--- config.mk ---
export PLATFORM = sky130hd
export DESIGN_NAME = cia_queue
export DESIGN_NICKNAME = d
export VERILOG_FILES = /design/src/sv/cia_queue.sv
export SDC_FILE = /design/constraint.sdc
export NUM_CORES = 1
export LEC_CHECK = 0
export ABC_AREA = 1
export BUFFER_PORTS_ARGS = -buffer_cell sky130_fd_sc_hd__buf_2
export CORE_MARGIN = 10
export CORE_UTILIZATION = 25
export DETAILED_ROUTE_END_ITERATION = 10
export GPL_ROUTABILITY_DRIVEN = 0
export PLACE_DENSITY = 0.46
export SLEW_MARGIN = 20
export SYNTH_ARGS = -nofsm -noshare
export SYNTH_HDL_FRONTEND = slang
export SYNTH_SLANG_ARGS = --single-unit
--- constraint.sdc ---
create_clock -name aclk -period 8.8 [get_ports aclk]
set_input_delay 1.76 -clock aclk [delete_from_list [all_inputs] [get_ports aclk]]
set_output_delay 1.76 -clock aclk [all_outputs]
set_load 0.01 [all_outputs]
--- src/sv/cia_queue.sv ---
module cia_queue #(
    parameter int WIDTH = 132
) (
    input  logic             aclk,
    input  logic             aresetn,
    input  logic             in_valid,
    output logic             in_ready,
    input  logic [WIDTH-1:0] in_data,
    output logic             out_valid,
    input  logic             out_ready,
    output logic [WIDTH-1:0] out_data
);

    logic [WIDTH-1:0] mem_reg [2];
    logic             wr_ptr_reg;
    logic             rd_ptr_reg;
    logic [1:0]       count_reg;

    wire push = in_valid && in_ready;
    wire pop  = out_valid && out_ready;

    assign in_ready  = (count_reg != 2'd2);
    assign out_valid = (count_reg != 2'd0);
    assign out_data  = mem_reg[rd_ptr_reg];

    always_ff @(posedge aclk) begin
        if (push) begin
            mem_reg[wr_ptr_reg] <= in_data;
        end
    end

    always_ff @(posedge aclk) begin
        if (!aresetn) begin
            wr_ptr_reg <= 1'b0;
            rd_ptr_reg <= 1'b0;
            count_reg  <= 2'd0;
        end else begin
            if (push) begin
                wr_ptr_reg <= ~wr_ptr_reg;
            end
            if (pop) begin
                rd_ptr_reg <= ~rd_ptr_reg;
            end
            count_reg <= count_reg + {1'b0, push} - {1'b0, pop};
        end
    end

    assert property (@(posedge aclk) disable iff (!aresetn)
        count_reg == 2'd2 && !out_ready |=> count_reg == 2'd2)
        else $error("queue lost an item while full");
    assert property (@(posedge aclk) disable iff (!aresetn)
        push && !pop && count_reg == 2'd0 |=> out_valid)
        else $error("pushed item not visible");
    assert property (@(posedge aclk) disable iff (!aresetn)
        count_reg != 2'd3)
        else $error("queue count out of range");

endmodule

==> results.py <==
metrics = {
    "worst_setup_path": {
        "arrival_ps": 2870,
        "crit_path_start_kind": "flip-flop",
        "cp_max_fo": 54,
        "end_kind": "primary output",
        "required_ps": 7040,
        "slowest_stage": "dfxtp_4",
        "r2r_slack_ps": 6260,
        "max_stage_delay_ps": 940,
        "worstSetupPathType": "reg -> out",
        "crit_chain": "buf_4, mux2_2, buf_2",
    },
    "logic_synthesis": {
        "yosysSeqAreaShare_pct": 79.5,
        "ys_warn_count": 0,
        "synth.most_common_cell": "edfxtp_1",
        "synth_cell_types": 13,
        "syn-num-nets": 585,
        "synth_flop_cell": "edfxtp_1",
        "ys_ff_latch": 269,
        "synth-edff-count": 264,
        "syn_inst": 447,
        "netlist_top_cells_count": "edfxtp_1, mux2_4, mux2_2, buf_6, nand2_1",
        "synth_top_area_share_pct": 78.5,
        "ys_async_sr_fraction_pct": 0,
        "yosys-top-cells-area": "edfxtp_1, mux2_4, mux2_2",
        "yosysTopAreaCell": "edfxtp_1",
        "avgSynthCellArea_um2": 22.6,
        "synth_area_um2": 10100,
    },
    "timing": {
        "setup_viol": 0,
        "worstMarginPinSlew_ps": 924,
        "post-route-period-util_pct": 52.7,
        "finalHoldViolations": 0,
        "finalSetupTns_ps": 0,
        "rsz0062_at_grt": "no",
        "slew_headroom_pct": 38.4,
        "max_freq_ghz": 0.216,
        "post-route-min-period_ps": 4630,
        "final_max_slew_viol_count": 0,
        "finClkSkew_ps": 9.29,
    },
    "clock_network": {
        "cts-root-buf": "clkbuf_16",
        "ctsHoldBuffers": 0,
        "clock-sinks": 269,
        "cts_tree": "yes",
        "cts_resized": 0,
        "insertion_delay_ps": 550,
        "clk_path_buf_depth": 3,
        "cts_setup_buffers": 0,
        "cts_buffers": 31,
        "htreeDepth": 1,
        "cts.clk_slew.worst_paths_ps": 60,
    },
    "floorplanning": {
        "coreArea_um2": 39800,
        "die_h_um": 221,
        "dieArea_um2": 48800,
        "ioPinCount": 270,
        "die_x_um": 221,
        "initial_core_util_pct": 25.4,
        "rows": 73,
    },
    "pwr": {
        "irDropWorstVdd_v": 0.000242,
        "p_leak_nw": 4.92,
        "p_per_area_nw_per_um2": 289,
    },
    "detailed_routing": {
        "ant_nets": 0,
        "drt_iter0_drc": 189,
        "dr.pass1.iters": 4,
        "vias": 5041,
        "post-route-drc-count": 0,
        "avgViaCountPerCell": 3.90,
        "routed_wl_um": 23800,
        "wire_per_inst_um": 18.4,
    },
    "grt": {
        "grt_use_total_pct": 9.27,
        "grt_pass1_wl_um": 35200,
        "antenna_found_initial": 7,
        "grt_pass1_vias": 5545,
        "grt_max_degree": 75,
        "grt_overflow": 0,
    },
    "cells_and_area": {
        "drive_above_1_share_pct": 59.2,
        "syn_to_final_growth_pct": 28.6,
        "largest_reg_flops": 264,
        "nNetsFinal": 878,
        "finalNonFillerCells": 1293,
    },
    "place": {
        "dp.cells": 1232,
        "hpwl_um": 16100,
        "portBuffers": 269,
    },
    "run": {
        "cap_violations": 0,
    },
    "outcome": {
        "outcome": "complete, no violations",
    },
    "worst_hold_path": {
        "holdCritPathClass": "reg -> reg",
    },
}
path summary, 6_finish.rpt:
check                           cells after the start                     from                         to
worst max-delay path                                3                flip-flop               out_data[11]
worst min register to register                      2  rd_ptr_reg$_SDFFE_PN0P_    rd_ptr_reg$_SDFFE_PN0P_
worst max register to register                      5  count_reg[0]$_SDFF_PN0_  mem_reg[1][130]$_DFFE_PP_
worst min-delay path                                2  rd_ptr_reg$_SDFFE_PN0P_    rd_ptr_reg$_SDFFE_PN0P_
power by group:
group | leakage, nW | internal, W | switching (W)
clock | 0.459 | 0.000704 | 0.000493
sequential | 2.51 | 0.00162 | 0.0000742
combinational | 1.95 | 0.000410 | 0.000448
routing by layer:
metal / global-route usage [%] / vias to the layer above / routed length (um)
li1: - / 2356 / -
met4: 2.95 / 4 / 489
met5: 0 / - / 32
met1: 11.0 / 2474 / 10000
met3: 3.49 / 40 / 1840
met2: 15.2 / 167 / 11400
critical path, delay by kind of cell, from the launching register on:
| family | cells | cell delay, ps |
|---|---|---|
| buffers and inverters | 2 | 880 |
| multiplexers | 1 | 410 |
| flip-flops | 1 | 940 |
cell usage in the layout (no fill, tap or decap), types with 3 or more instances in the layout:
cell | netlist | layout
buf_4 | 0 | 6
inv_1 | 7 | 6
nor2_1 | 8 | 7
edfxtp_1 | 264 | 264
nand2_1 | 9 | 9
dfxtp_1 | 5 | 4
nand3_1 | 3 | 3
clkbuf_16 | 0 | 31
diode_2 | 0 | 4
buf_2 | 5 | 269
clkinv_1 | 0 | 6
clkinv_2 | 0 | 5
clkbuf_1 | 0 | 9
mux2_4 | 80 | 80
mux2_2 | 52 | 52
per-stage QoR:
step	power (W)	utilization (%)	worst slack (ps)	area [um2]	hold WS (ps)
2_1_floorplan	0.00229	-	860	10100	467
3_3_place_gp	0.00261	30.2	4670	12000	485
3_5_place_dp	0.00262	30.2	4650	12000	491
4_1_cts	0.00384	32.6	4050	13000	506
5_1_grt	0.00394	32.6	3970	13000	534
6_report	0.00375	32.6	4170	13000	500
cells by family after synthesis:
group | share of synthesized area [%]
buffers and inverters | 1.66
flip-flops | 79.5
adder cells (fa/ha/maj) | 0.248
multiplexers | 17.7
AND/OR/NAND/NOR | 0.781
AO/OA/AOI/OAI | 0.0991
area by class of cell:
type	instances	area, um2
clock buffer	40	810
fill	3972	26800
inverter	7	31.3
timing repair buffer	275	1390
sequential	269	8030
multi-input combinational	156	1910
antenna	4	10.0
tap	525	657
clock inverter	17	140
Note: power is estimated with default switching activity, not from simulation.
